<file path="src/rtl/core/hevc_pps_syntax_parser_defines.svh">
// Assertion macros for the PPS parser.
`ifndef HEVC_PPS_SYNTAX_PARSER_DEFINES_SVH
`define HEVC_PPS_SYNTAX_PARSER_DEFINES_SVH

// Implication checked on every clock while out of reset.
`define HPP_ASSERT_IMPL(label, clk, rst_n, ante, cons) \
  label: assert property (@(posedge clk) disable iff (!rst_n) (ante) |-> (cons)) \
    else $error("assertion failed");

// Next-cycle implication checked while out of reset.
`define HPP_ASSERT_NEXT(label, clk, rst_n, ante, cons) \
  label: assert property (@(posedge clk) disable iff (!rst_n) (ante) |=> (cons)) \
    else $error("assertion failed");

`endif

</file>
<file path="src/rtl/core/hpp_pkg.sv">
package hpp_pkg;

  localparam int unsigned CodeW = 6;
  localparam int unsigned IdxW = 5;
  localparam int unsigned ValW = 33;
  localparam int unsigned StatW = 3;
  localparam int unsigned PosW = 7;
  localparam int unsigned LastCode = 52;
  localparam int unsigned TsSizeMax = 3;
  localparam int unsigned ChromaLenMax = 5;
  localparam int unsigned SaoScaleMax = 6;
  localparam int unsigned TileLimitCap = 32;
  localparam int unsigned GolombZeroLimit = 32;
  localparam int unsigned RefLimitReset = 14;
  localparam int unsigned TileLimitReset = 20;
  localparam int unsigned CfgDataW = 6;
  localparam int unsigned CfgIdxW = 1;
  localparam int unsigned QueueDepth = 4;
  localparam int unsigned OutQueueDepth = 16;

  localparam logic [CfgIdxW-1:0] RegRefLimit = 1'd0;
  localparam logic [CfgIdxW-1:0] RegTileLimit = 1'd1;

  typedef enum logic [2:0] {
    StElem  = 3'd0,
    StDone  = 3'd1,
    StTrunc = 3'd2,
    StRange = 3'd3,
    StUnsup = 3'd4,
    StOvf   = 3'd5
  } status_e;

  typedef enum logic [1:0] {
    KindUe   = 2'd0,
    KindSe   = 2'd1,
    KindFlag = 2'd2,
    KindFix  = 2'd3
  } kind_e;

  typedef struct packed {
    logic [7:0] rbsp_byte;
    logic       first_byte;
    logic       final_byte;
  } in_word_t;

  typedef struct packed {
    logic [CodeW-1:0] element_code;
    logic [IdxW-1:0]  element_index;
    logic [ValW-1:0]  element_value;
    logic [StatW-1:0] status;
    logic             last_result;
  } out_word_t;

  function automatic kind_e kind_of(logic [PosW-1:0] pos);
    kind_e k;
    unique case (pos)
      7'd0, 7'd1, 7'd7, 7'd8, 7'd13, 7'd22, 7'd23, 7'd25, 7'd26, 7'd36,
      7'd44, 7'd47, 7'd48, 7'd51, 7'd52: k = KindUe;
      7'd9, 7'd14, 7'd15, 7'd32, 7'd33, 7'd49, 7'd50: k = KindSe;
      7'd4, 7'd43: k = KindFix;
      default: k = KindFlag;
    endcase
    return k;
  endfunction

  function automatic logic [4:0] fixed_len(logic [PosW-1:0] pos);
    logic [4:0] n;
    unique case (pos)
      7'd4: n = 5'd3;
      7'd43: n = 5'd4;
      default: n = 5'd1;
    endcase
    return n;
  endfunction

endpackage

</file>
<file path="src/rtl/core/hpp_front.sv">
module hpp_front (
  input  logic               clk_i,
  input  logic               rst_ni,
  input  logic               in_valid_i,
  output logic               in_ready_o,
  input  hpp_pkg::in_word_t  in_word_i,
  output logic               q_valid_o,
  input  logic               q_ready_i,
  output hpp_pkg::in_word_t  q_word_o
);

  localparam int unsigned PtrW = $clog2(hpp_pkg::QueueDepth);

  hpp_pkg::in_word_t mem_q [hpp_pkg::QueueDepth];
  logic [PtrW-1:0] wr_q, wr_d, rd_q, rd_d;
  logic [PtrW:0]   cnt_q, cnt_d;
  logic            active_q, active_d;
  logic            push, keep, pop;

  assign in_ready_o = cnt_q != (PtrW+1)'(hpp_pkg::QueueDepth);
  assign keep = in_word_i.first_byte || active_q;
  assign push = in_valid_i && in_ready_o && keep;
  assign pop = q_valid_o && q_ready_i;
  assign q_valid_o = cnt_q != '0;
  assign q_word_o = mem_q[rd_q];

  always_comb begin
    wr_d = push ? wr_q + 1'b1 : wr_q;
    rd_d = pop ? rd_q + 1'b1 : rd_q;
    cnt_d = cnt_q + (PtrW+1)'(push) - (PtrW+1)'(pop);
    active_d = active_q;
    if (in_valid_i && in_ready_o && in_word_i.first_byte) begin
      active_d = 1'b1;
    end
  end

  always_ff @(posedge clk_i or negedge rst_ni) begin
    if (!rst_ni) begin
      wr_q <= '0;
      rd_q <= '0;
      cnt_q <= '0;
      active_q <= 1'b0;
    end else begin
      wr_q <= wr_d;
      rd_q <= rd_d;
      cnt_q <= cnt_d;
      active_q <= active_d;
    end
  end

  always_ff @(posedge clk_i) begin
    if (push) begin
      mem_q[wr_q] <= in_word_i;
    end
  end

endmodule

</file>
<file path="src/rtl/core/hpp_back.sv">
module hpp_back (
  input  logic                clk_i,
  input  logic                rst_ni,
  input  logic [3:0]          ref_limit_i,
  input  logic [5:0]          tile_limit_i,
  input  logic                q_valid_i,
  output logic                q_ready_o,
  input  hpp_pkg::in_word_t   q_word_i,
  output logic                out_valid_o,
  input  logic                out_ready_i,
  output hpp_pkg::out_word_t  out_word_o,
  output logic                busy_o
);

  localparam logic [1:0] PhIdle = 2'd0;
  localparam logic [1:0] PhRun  = 2'd1;
  localparam logic [1:0] PhStop = 2'd2;
  localparam int unsigned OPtrW = $clog2(hpp_pkg::OutQueueDepth);
  localparam logic [hpp_pkg::PosW-1:0] LastPos = hpp_pkg::PosW'(hpp_pkg::LastCode);

  hpp_pkg::out_word_t omem_q [hpp_pkg::OutQueueDepth];
  logic [OPtrW-1:0] owr_q, owr_d, ord_q, ord_d;
  logic [OPtrW:0]   ocnt_q, ocnt_d;

  logic [1:0]  phase_q, phase_d;
  logic [hpp_pkg::PosW-1:0] pos_q, pos_d;
  logic [5:0]  lz_q, lz_d;
  logic [31:0] acc_q, acc_d;
  logic [4:0]  left_q, left_d;
  logic [2:0]  bf_q, bf_d;
  logic [4:0]  tcol_q, tcol_d, trow_q, trow_d, lc_q, lc_d;
  logic [2:0]  clen_q, clen_d;
  logic [7:0]  byte_q, byte_d;
  logic [2:0]  bit_q, bit_d;
  logic        fin_q, fin_d, busy_q, busy_d;
  logic        pend_q, pend_d;

  hpp_pkg::out_word_t ow;
  logic        emit, emit2, stop, bit_v;
  hpp_pkg::out_word_t ow2;
  logic        fin_el, fixk, mark_last;
  logic [31:0] raw, acc_sh;
  logic [32:0] sv;
  logic [hpp_pkg::PosW-1:0] nx;
  logic [4:0]  idx, lc_inc;
  logic        done, oor;
  logic [5:0]  tl;
  hpp_pkg::kind_e k;
  logic        room, last_bit;

  assign room = ocnt_q <= (OPtrW+1)'(hpp_pkg::OutQueueDepth - 2);
  assign q_ready_o = !busy_q;
  assign busy_o = busy_q || ocnt_q != '0;
  assign out_valid_o = ocnt_q > (OPtrW+1)'(pend_q);
  assign out_word_o = omem_q[ord_q];

  function automatic logic [hpp_pkg::PosW-1:0] step_pos(
      logic [hpp_pkg::PosW-1:0] p);
    return p + 1'b1;
  endfunction

  always_comb begin
    phase_d = phase_q; pos_d = pos_q; lz_d = lz_q; acc_d = acc_q;
    left_d = left_q; bf_d = bf_q; tcol_d = tcol_q; trow_d = trow_q;
    lc_d = lc_q; clen_d = clen_q; byte_d = byte_q; bit_d = bit_q;
    fin_d = fin_q; busy_d = busy_q; pend_d = pend_q; mark_last = 1'b0;
    emit = 1'b0; emit2 = 1'b0; stop = 1'b0;
    ow = '0; ow2 = '0;
    fin_el = 1'b0; raw = '0; sv = '0; nx = step_pos(pos_q); done = 1'b0; oor = 1'b0;
    k = hpp_pkg::kind_of(pos_q);
    fixk = (k == hpp_pkg::KindFlag) || (k == hpp_pkg::KindFix);
    idx = (pos_q == 7'd25 || pos_q == 7'd26 || pos_q == 7'd49 || pos_q == 7'd50)
          ? lc_q : 5'd0;
    tl = (tile_limit_i > 6'd32) ? 6'd32 : tile_limit_i;
    bit_v = byte_q[bit_q];
    acc_sh = {acc_q[30:0], bit_v};
    lc_inc = lc_q + 5'd1;
    last_bit = bit_q == 3'd0;

    if (q_valid_i && q_ready_o) begin
      byte_d = q_word_i.rbsp_byte;
      bit_d = 3'd7;
      fin_d = q_word_i.final_byte;
      busy_d = 1'b1;
      if (q_word_i.first_byte) begin
        phase_d = PhRun; pos_d = '0; bf_d = '0; tcol_d = '0; trow_d = '0;
        lc_d = '0; clen_d = '0; lz_d = '0; acc_d = '0; left_d = '0;
      end
      if (!(q_word_i.first_byte || phase_q == PhRun)) begin
        busy_d = 1'b0;
      end
    end else if (busy_q && room) begin
      if (fixk) begin
        acc_d = acc_sh;
        if (left_q > 5'd1) begin
          left_d = left_q - 5'd1;
        end else begin
          fin_el = 1'b1; raw = acc_sh;
        end
      end else if (left_q == 5'd0) begin
        if (!bit_v) begin
          lz_d = lz_q + 6'd1;
          if (lz_q + 6'd1 >= 6'(hpp_pkg::GolombZeroLimit)) begin
            emit = 1'b1; stop = 1'b1;
            ow.element_code = pos_q[5:0]; ow.element_index = idx;
            ow.status = hpp_pkg::StOvf;
          end
        end else if (lz_q == 6'd0) begin
          fin_el = 1'b1; raw = '0;
        end else begin
          left_d = lz_q[4:0]; acc_d = 32'd1; lz_d = '0;
        end
      end else begin
        acc_d = acc_sh;
        left_d = left_q - 5'd1;
        if (left_q == 5'd1) begin
          fin_el = 1'b1; raw = acc_sh - 32'd1;
        end
      end

      if (fin_el) begin
        if (k == hpp_pkg::KindSe) begin
          sv = raw[0] ? {1'b0, 1'b0, raw[31:1]} + 33'd1 : -{2'b00, raw[31:1]};
        end else begin
          sv = {1'b0, raw};
        end
        unique case (pos_q)
          7'd7, 7'd8: oor = raw > {28'd0, ref_limit_i};
          7'd22, 7'd23: oor = raw >= {26'd0, tl};
          7'd44: oor = raw > 32'(hpp_pkg::TsSizeMax);
          7'd48: oor = raw > 32'(hpp_pkg::ChromaLenMax);
          7'd51, 7'd52: oor = raw > 32'(hpp_pkg::SaoScaleMax);
          default: oor = 1'b0;
        endcase
        emit = 1'b1;
        ow.element_code = pos_q[5:0]; ow.element_index = idx; ow.element_value = sv;
        if (oor) begin
          ow.status = hpp_pkg::StRange; stop = 1'b1;
        end else if (pos_q == 7'd34 && raw != '0) begin
          ow.status = hpp_pkg::StUnsup; stop = 1'b1;
        end else begin
          ow.status = hpp_pkg::StElem;
          unique case (pos_q)
            7'd11: if (raw != '0) bf_d[1] = 1'b1;
            7'd12: nx = (raw != '0) ? 7'd13 : 7'd14;
            7'd20: if (raw != '0) bf_d[0] = 1'b1;
            7'd21: nx = bf_q[0] ? 7'd22 : 7'd28;
            7'd22: tcol_d = raw[4:0];
            7'd23: trow_d = raw[4:0];
            7'd24: begin
              lc_d = '0;
              if (raw != '0) nx = 7'd27;
              else if (tcol_q != '0) nx = 7'd25;
              else if (trow_q != '0) nx = 7'd26;
              else nx = 7'd27;
            end
            7'd25: begin
              if (lc_inc < tcol_q) begin
                lc_d = lc_inc; nx = 7'd25;
              end else begin
                lc_d = '0; nx = (trow_q != '0) ? 7'd26 : 7'd27;
              end
            end
            7'd26: begin
              if (lc_inc < trow_q) begin
                lc_d = lc_inc; nx = 7'd26;
              end else begin
                lc_d = '0; nx = 7'd27;
              end
            end
            7'd29: nx = (raw != '0) ? 7'd30 : 7'd34;
            7'd31: nx = (raw != '0) ? 7'd34 : 7'd32;
            7'd38: if (raw == '0) done = 1'b1;
            7'd39: if (raw != '0) bf_d[2] = 1'b1;
            7'd43: begin
              if (!bf_q[2]) done = 1'b1;
              else nx = bf_q[1] ? 7'd44 : 7'd45;
            end
            7'd46: nx = (raw != '0) ? 7'd47 : 7'd51;
            7'd48: begin
              clen_d = raw[2:0]; lc_d = '0;
            end
            7'd50: begin
              if (lc_inc <= {2'b00, clen_q}) begin
                lc_d = lc_inc; nx = 7'd49;
              end else begin
                lc_d = '0; nx = 7'd51;
              end
            end
            default: ;
          endcase
          if (pos_q == LastPos) done = 1'b1;
          if (done || nx > LastPos) begin
            emit2 = 1'b1; stop = 1'b1;
            ow2.status = hpp_pkg::StDone;
          end else begin
            pos_d = nx; lz_d = '0; acc_d = '0;
            left_d = hpp_pkg::fixed_len(nx);
            if (hpp_pkg::kind_of(nx) == hpp_pkg::KindUe
                || hpp_pkg::kind_of(nx) == hpp_pkg::KindSe) begin
              left_d = '0;
            end
          end
        end
      end

      if (stop) begin
        phase_d = PhStop; busy_d = 1'b0;
      end else if (last_bit) begin
        busy_d = 1'b0;
        if (fin_q) begin
          phase_d = PhStop;
          if (emit) begin
            emit2 = 1'b1;
            ow2.element_code = pos_d[5:0];
            ow2.element_index = (pos_d == 7'd25 || pos_d == 7'd26 || pos_d == 7'd49
                                 || pos_d == 7'd50) ? lc_d : 5'd0;
            ow2.status = hpp_pkg::StTrunc;
          end else begin
            emit = 1'b1;
            ow.element_code = pos_d[5:0];
            ow.element_index = (pos_d == 7'd25 || pos_d == 7'd26 || pos_d == 7'd49
                                || pos_d == 7'd50) ? lc_d : 5'd0;
            ow.status = hpp_pkg::StTrunc;
          end
        end
      end else begin
        bit_d = bit_q - 3'd1;
      end
      if (!busy_d) begin
        if (emit2) ow2.last_result = 1'b1;
        else if (emit) ow.last_result = 1'b1;
        else mark_last = pend_q;
      end
      pend_d = busy_d && (pend_q || emit || emit2);
    end
    if (q_valid_i && q_ready_o) begin
      left_d = q_word_i.first_byte ? hpp_pkg::fixed_len('0) : left_d;
      if (q_word_i.first_byte) left_d = '0;
    end
    owr_d = owr_q + OPtrW'(emit) + OPtrW'(emit2);
    ord_d = (out_valid_o && out_ready_i) ? ord_q + 1'b1 : ord_q;
    ocnt_d = ocnt_q + (OPtrW+1)'(emit) + (OPtrW+1)'(emit2)
             - (OPtrW+1)'(out_valid_o && out_ready_i);
  end

  always_ff @(posedge clk_i or negedge rst_ni) begin
    if (!rst_ni) begin
      phase_q <= PhIdle; pos_q <= '0; lz_q <= '0; acc_q <= '0; left_q <= '0;
      bf_q <= '0; tcol_q <= '0; trow_q <= '0; lc_q <= '0; clen_q <= '0;
      bit_q <= '0; fin_q <= 1'b0; busy_q <= 1'b0; pend_q <= 1'b0;
      owr_q <= '0; ord_q <= '0; ocnt_q <= '0;
    end else begin
      phase_q <= phase_d; pos_q <= pos_d; lz_q <= lz_d; acc_q <= acc_d;
      left_q <= left_d; bf_q <= bf_d; tcol_q <= tcol_d; trow_q <= trow_d;
      lc_q <= lc_d; clen_q <= clen_d; bit_q <= bit_d; fin_q <= fin_d;
      busy_q <= busy_d; pend_q <= pend_d;
      owr_q <= owr_d; ord_q <= ord_d; ocnt_q <= ocnt_d;
    end
  end

  always_ff @(posedge clk_i) begin
    byte_q <= byte_d;
    if (emit) begin
      omem_q[owr_q] <= ow;
    end
    if (emit2) begin
      omem_q[emit ? owr_q + 1'b1 : owr_q] <= ow2;
    end
    if (mark_last) begin
      omem_q[owr_q - 1'b1].last_result <= 1'b1;
    end
  end

endmodule

</file>
<file path="src/rtl/core/hevc_pps_syntax_parser.sv">
// H.265 picture parameter set parser. Bytes enter through a four-word queue
// and are parsed one bit per clock; each completed syntax element leaves as
// one output word through a sixteen-word result queue. The newest word of a
// byte stays hidden until the byte is finished, so that its last flag is
// known, and bit parsing pauses while fewer than two result entries are free.
// The user sets ref index and tile count limits over the configuration channel
// while the block is idle; the block itself does not enforce this.
`include "hevc_pps_syntax_parser_defines.svh"

module hevc_pps_syntax_parser (
  input  logic        clk_i,
  input  logic        rst_ni,
  input  logic        s_axis_tvalid,
  output logic        s_axis_tready,
  input  logic [7:0]  s_axis_tdata,   // rbsp_byte
  input  logic        s_axis_tuser,   // first_byte
  input  logic        s_axis_tlast,   // final_byte
  output logic        m_axis_tvalid,
  input  logic        m_axis_tready,
  output logic [47:0] m_axis_tdata,   // element_code, element_index, element_value, status
  output logic        m_axis_tlast,   // last_result
  input  logic        cfg_valid_i,
  output logic        cfg_ready_o,
  input  logic [hpp_pkg::CfgIdxW-1:0]  cfg_index_i,
  input  logic [hpp_pkg::CfgDataW-1:0] cfg_data_i
);

  logic [3:0] ref_limit_q;
  logic [5:0] tile_limit_q;
  hpp_pkg::in_word_t  in_word, q_word;
  hpp_pkg::out_word_t out_word;
  logic q_valid, q_ready, busy;

  assign cfg_ready_o = 1'b1;
  assign in_word.rbsp_byte = s_axis_tdata;
  assign in_word.first_byte = s_axis_tuser;
  assign in_word.final_byte = s_axis_tlast;

  always_ff @(posedge clk_i or negedge rst_ni) begin
    if (!rst_ni) begin
      ref_limit_q <= 4'(hpp_pkg::RefLimitReset);
      tile_limit_q <= 6'(hpp_pkg::TileLimitReset);
    end else if (cfg_valid_i) begin
      unique case (cfg_index_i)
        hpp_pkg::RegRefLimit: ref_limit_q <= cfg_data_i[3:0];
        hpp_pkg::RegTileLimit: tile_limit_q <= cfg_data_i;
        default: ;
      endcase
    end
  end

  hpp_front u_front (
    .clk_i, .rst_ni,
    .in_valid_i(s_axis_tvalid), .in_ready_o(s_axis_tready), .in_word_i(in_word),
    .q_valid_o(q_valid), .q_ready_i(q_ready), .q_word_o(q_word)
  );

  hpp_back u_back (
    .clk_i, .rst_ni,
    .ref_limit_i(ref_limit_q), .tile_limit_i(tile_limit_q),
    .q_valid_i(q_valid), .q_ready_o(q_ready), .q_word_i(q_word),
    .out_valid_o(m_axis_tvalid), .out_ready_i(m_axis_tready),
    .out_word_o(out_word), .busy_o(busy)
  );

  assign m_axis_tdata = {1'b0, out_word.status, out_word.element_value,
                         out_word.element_index, out_word.element_code};
  assign m_axis_tlast = out_word.last_result;

  `HPP_ASSERT_IMPL(a_out_status, clk_i, rst_ni, m_axis_tvalid,
                   out_word.status <= 3'd5)
  `HPP_ASSERT_IMPL(a_busy_out, clk_i, rst_ni, m_axis_tvalid, busy)

endmodule
</file>
<file path="config.mk">
export PLATFORM = sky130hd
export DESIGN_NAME = hevc_pps_syntax_parser
export DESIGN_NICKNAME = d
export VERILOG_FILES = /design/src/rtl/core/hpp_pkg.sv /design/src/rtl/core/hpp_front.sv /design/src/rtl/core/hpp_back.sv /design/src/rtl/core/hevc_pps_syntax_parser.sv
export VERILOG_INCLUDE_DIRS = /design/src /design/src/rtl/core
export SDC_FILE = /design/constraint.sdc
export NUM_CORES = 2
export LEC_CHECK = 0
export BUFFER_PORTS_ARGS = -buffer_cell sky130_fd_sc_hd__buf_2
export CAP_MARGIN = 20
export CORE_MARGIN = 5
export CORE_UTILIZATION = 57
export DETAILED_ROUTE_END_ITERATION = 10
export GPL_ROUTABILITY_DRIVEN = 0
export PLACE_DENSITY_LB_ADDON = 0.05
export SLEW_MARGIN = 30
export SYNTH_ARGS = -nofsm -noshare
export SYNTH_HDL_FRONTEND = slang
export SYNTH_SLANG_ARGS = --single-unit
</file>
<file path="constraint.sdc">
create_clock -name clk_i -period 8.1 [get_ports clk_i]
set_clock_uncertainty 0.2 [all_clocks]
set_input_delay 0.81 -clock clk_i [delete_from_list [all_inputs] [get_ports clk_i]]
set_output_delay 0.81 -clock clk_i [all_outputs]
set_load 0.02 [all_outputs]
</file>
==> reports/qor.csv <==
stage;metric;value;unit
run_status;status;complete, no violations;
floorplan;DIE HEIGHT;289;um
synth;top cell type's share of synthesized area;24.6;%
global_routing;vias in the first global route;34000;
placement;cell count after placement;5061;
layout;Non-Filler Instances;5238;
sta;final setup violation count;0;
pwr;Max IR drop VDD;300;uV
floorplan;die area;0.0834;mm^2
route;residual DRC count;0;
layout;Final Util;63.7;%
pwr;switching pwr;0.00703;W
global_routing;Tot GR Track Use;33.2;%
run;max-cap violation count;0;
sta;min Tclk post-route;7.76;ns
sta;Fmax;129;MHz
pwr;logic gate share of total power;41.6;%
sta;Slew @ Worst Pin;1.08;ns
worst_setup_path;Startpoint Class;flip-flop;
sta;fin worst setup slack;0.344;ns
layout;most frequent cells in the layout;575 x o21ai_0, 544 x dfxtp_1, 471 x nand3_1;
worst_setup_path;Crit. End Element;flip-flop;
synth;Area contributors post-synth;dfxtp_1 25%, edfxtp_1 18%, mux4_2 13%;
floorplan;Rows;102;
sta;RSZ-0062 raised after global routing;no;
pwr;reported leakage power;17.9;nW
cts;clock slew at reported path FFs;0.06;ns
route;DR iter-0 viols;4399;
layout;# nets final;4210;
route;Final Routed Wirelength;140;mm
synth;Synth cell types;101;
cts;maximum clock insertion buffer count;3;
worst_setup_path;CP max FO;7;
cts;htree depth;3;
synth;Seq cells post-synth;925;
route;Final ANT Viol Nets;0;
route;vias after detailed routing;35600;
synth;top_reg_cell synth;dfxtp_1;
cts;Num CTS Buffers;96;
placement;hpwl dp;87.0;mm
worst_setup_path;crit path kind;reg2reg;
pwr;pwr dens;358;mW/mm^2
pwr;Switching Fraction;39.9;%
route;vias per cell;6.80;
cts;worst skew pair latency;0.68;ns
route;Pre-antenna DRT Iters;6;
worst_hold_path;class of the worst hold path;in2async;
layout;post-route cell area;0.0492;mm^2
synth;Synth warnings;0;
worst_setup_path;Critical path destination;u_back.ocnt_q[4];
pwr;Clk pwr share;26.3;%
placement;pre-CTS WS;-0.00565;ns
cts;Hold Buf Count CTS;0;
sta;Final period util;95.8;%
cts;CTS root buf;clkbuf_16;
sta;Final TNS setup;0;ns
synth;sequential share of the synthesized area;49.2;%
global_routing;initial antenna violation count;3;
global_routing;largest net degree at the start of global routing;119;
layout;fraction of layout cells with a size suffix above 1;18.7;%
pwr;Reg power frac;32.2;%
synth;post-synthesis async set-or-reset flop share;11.8;%
synth;syn nets;4288;
layout;ant diodes;0;
sta;Max-slew headroom;27.7;%
floorplan;floorplan core area;0.0773;mm^2
worst_setup_path;CP Launch Point;u_back.bit_q[0];
global_routing;first-pass GRT wire length;213;mm
sta;final hold viol count;0;
route;WL/cell;26.8;um
synth;largest area contributor in the netlist;dfxtp_1;
placement;dpl cell area;0.0459;mm^2
sta;Final Max Slew Viols;0;
synth;Mapped Area;0.0443;mm^2
worst_setup_path;Reg2Reg Depth;27;
floorplan;Die X;289;um
worst_setup_path;Worst R2R Start;u_back.bit_q[0];
placement;PortBufs;71;
worst_setup_path;Critical Path AT;8.10;ns
layout;commonest non-fill, non-tap cell in the layout;o21ai_0;
floorplan;I/O pin cnt;74;
worst_setup_path;FF-to-FF setup slack;0.34;ns
worst_setup_path;Required @ worst endpoint;8.45;ns
global_routing;GRT overflow;0;
worst_setup_path;worst r2r dst;u_back.ocnt_q[4];
synth;EDFF count, synth;272;
synth;post-synthesis cell count;4198;
synth;syn avg cell area;10.6;um^2
cts;CTS tree;yes;
cts;Sinks on Clock Net;925;
layout;area delta synth->final;11.1;%
pwr;Power Internal;0.0106;W
floorplan;Initial Utilization;57.3;%
[how the worst min path moves through the flow]
stage	startpoint	end	slack, ns	depth (start not counted)
2_1_floorplan	u_back.omem_q[14][26]	u_back.omem_q[14][26]	0.22	2
3_3_place_gp	u_back.omem_q[11][35]	u_back.omem_q[11][35]	0.23	2
4_1_cts	rst_ni	ref_limit_q[0]	0.05	1
5_1_grt	rst_ni	u_back.left_q[4]	0.09	1
6_report	rst_ni	u_back.acc_q[14]	0.05	1
3_5_place_dp	u_back.omem_q[14][35]	u_back.omem_q[14][35]	0.24	2
[Yosys cell counts (all sizes together), types with 7 or more instances]
cell type / instances
nand2b: 19
o211ai: 23
o2bb2ai: 40
nand2: 287
nor2b: 13
a211oi: 14
a22oi: 15
mux4: 251
o31ai: 17
dfrtp: 104
and4: 8
inv: 87
nand4: 34
or4: 15
o21ai: 589
nor3: 63
ha: 64
dfxtp: 544
nor2: 114
xnor2: 29
a21o: 21
a22o: 47
mux2: 27
buf: 81
nand3: 483
and2: 36
o21a: 8
o22ai: 255
xor2: 18
nor4: 25
and3: 17
a21oi: 84
or3: 15
or2: 16
a31oi: 24
a41oi: 7
edfxtp: 272
clkbuf: 327
[flip-flops by register name, summed over array words and instances (netlist names), 6 cells and up]
name / count
u_back.acc_q: 31
u_back.pos_q: 7
u_back.byte_q: 8
tile_limit_q: 6
u_back.omem_q: 768
u_front.mem_q: 40
u_back.lz_q: 6
[cell families (layout without fill, tap and decap cells)]
group	count (synthesis)	count (layout)	synth area share (%)
multiplexers	283	283	13.6
flip-flops	925	925	49.2
buffers and inverters	497	497	4.39
adder cells (fa/ha/maj)	68	68	1.99
AO/OA/AOI/OAI	1212	1212	16.7
XOR/XNOR	47	47	0.929
other	2	2	0.0169
AND/OR/NAND/NOR	1164	1164	13.2
[worst max-delay path, stage by stage (launching register included)]
cell      delay, ns
dfrtp_2        0.45
mux2_1         0.32
mux4_2         0.55
inv_2          0.09
ha_1           0.21
nor4b_4        0.28
nand4_2        0.15
or4_4          0.47
o311ai_2       0.24
nand2_1        0.11
or4_1          0.53
or4b_1         0.61
o31a_1         0.37
a21oi_4        0.25
inv_1          0.07
ha_1           0.20
inv_1          0.07
nand2b_1       0.12
a2111o_2       0.62
a31oi_4        0.23
inv_1          0.18
fa_1           0.44
fa_1           0.42
nor2_1         0.12
nor2_1         0.05
nor2_1         0.09
nor2_1         0.06
xor2_1         0.13
[layer usage]
| metal | wire length (um) | share of wire (%) | GRT usage, % | up-vias |
|---|---|---|---|---|
| met5 | 31 | 0.022 | 0 | - |
| met3 | 13700 | 9.8 | 6.51 | 291 |
| met4 | 4350 | 3.1 | 9.46 | 4 |
| met2 | 64600 | 46 | 52.7 | 1856 |
| li1 | - | - | - | 15800 |
| met1 | 57700 | 41 | 47.3 | 17600 |
[per-stage QoR]
step / hold slack (ns) / power (W)
5_1_grt: 0.0942 / 0.0185
4_1_cts: 0.0486 / 0.0176
2_1_floorplan: 0.220 / 0.0106
6_report: 0.0515 / 0.0176
3_5_place_dp: 0.241 / 0.0130
3_3_place_gp: 0.230 / 0.0129
[power by group through the flow]
stage / logic (W) / registers [W] / clock network, W
2_1_floorplan: 0.00514 / 0.00551 / 0
3_3_place_gp: 0.00716 / 0.00576 / 0
3_5_place_dp: 0.00720 / 0.00577 / 0
4_1_cts: 0.00723 / 0.00567 / 0.00466
5_1_grt: 0.00786 / 0.00573 / 0.00486
6_report: 0.00733 / 0.00568 / 0.00463
[final cells by class]
| cell class | instances | area (um^2) |
|---|---|---|
| inverters | 89 | 334 |
| clock buffers | 126 | 2730 |
| multi-input cells | 2776 | 20900 |
| flip-flops and latches | 925 | 21800 |
| clock inverters | 50 | 596 |
| repair buffers | 232 | 1610 |
| fillers | 6371 | 28100 |
| well taps | 1040 | 1300 |
[what timing repair did]
item                                    CTS  global route
setup buffers                             0             1
endpoints found under the setup margin   13           159
gates resized for setup                   1            11
pin swaps                                 0             1
hold endpoints to repair                  0             0
cloned                                    0             0
Power figures use the tool's default switching activity.
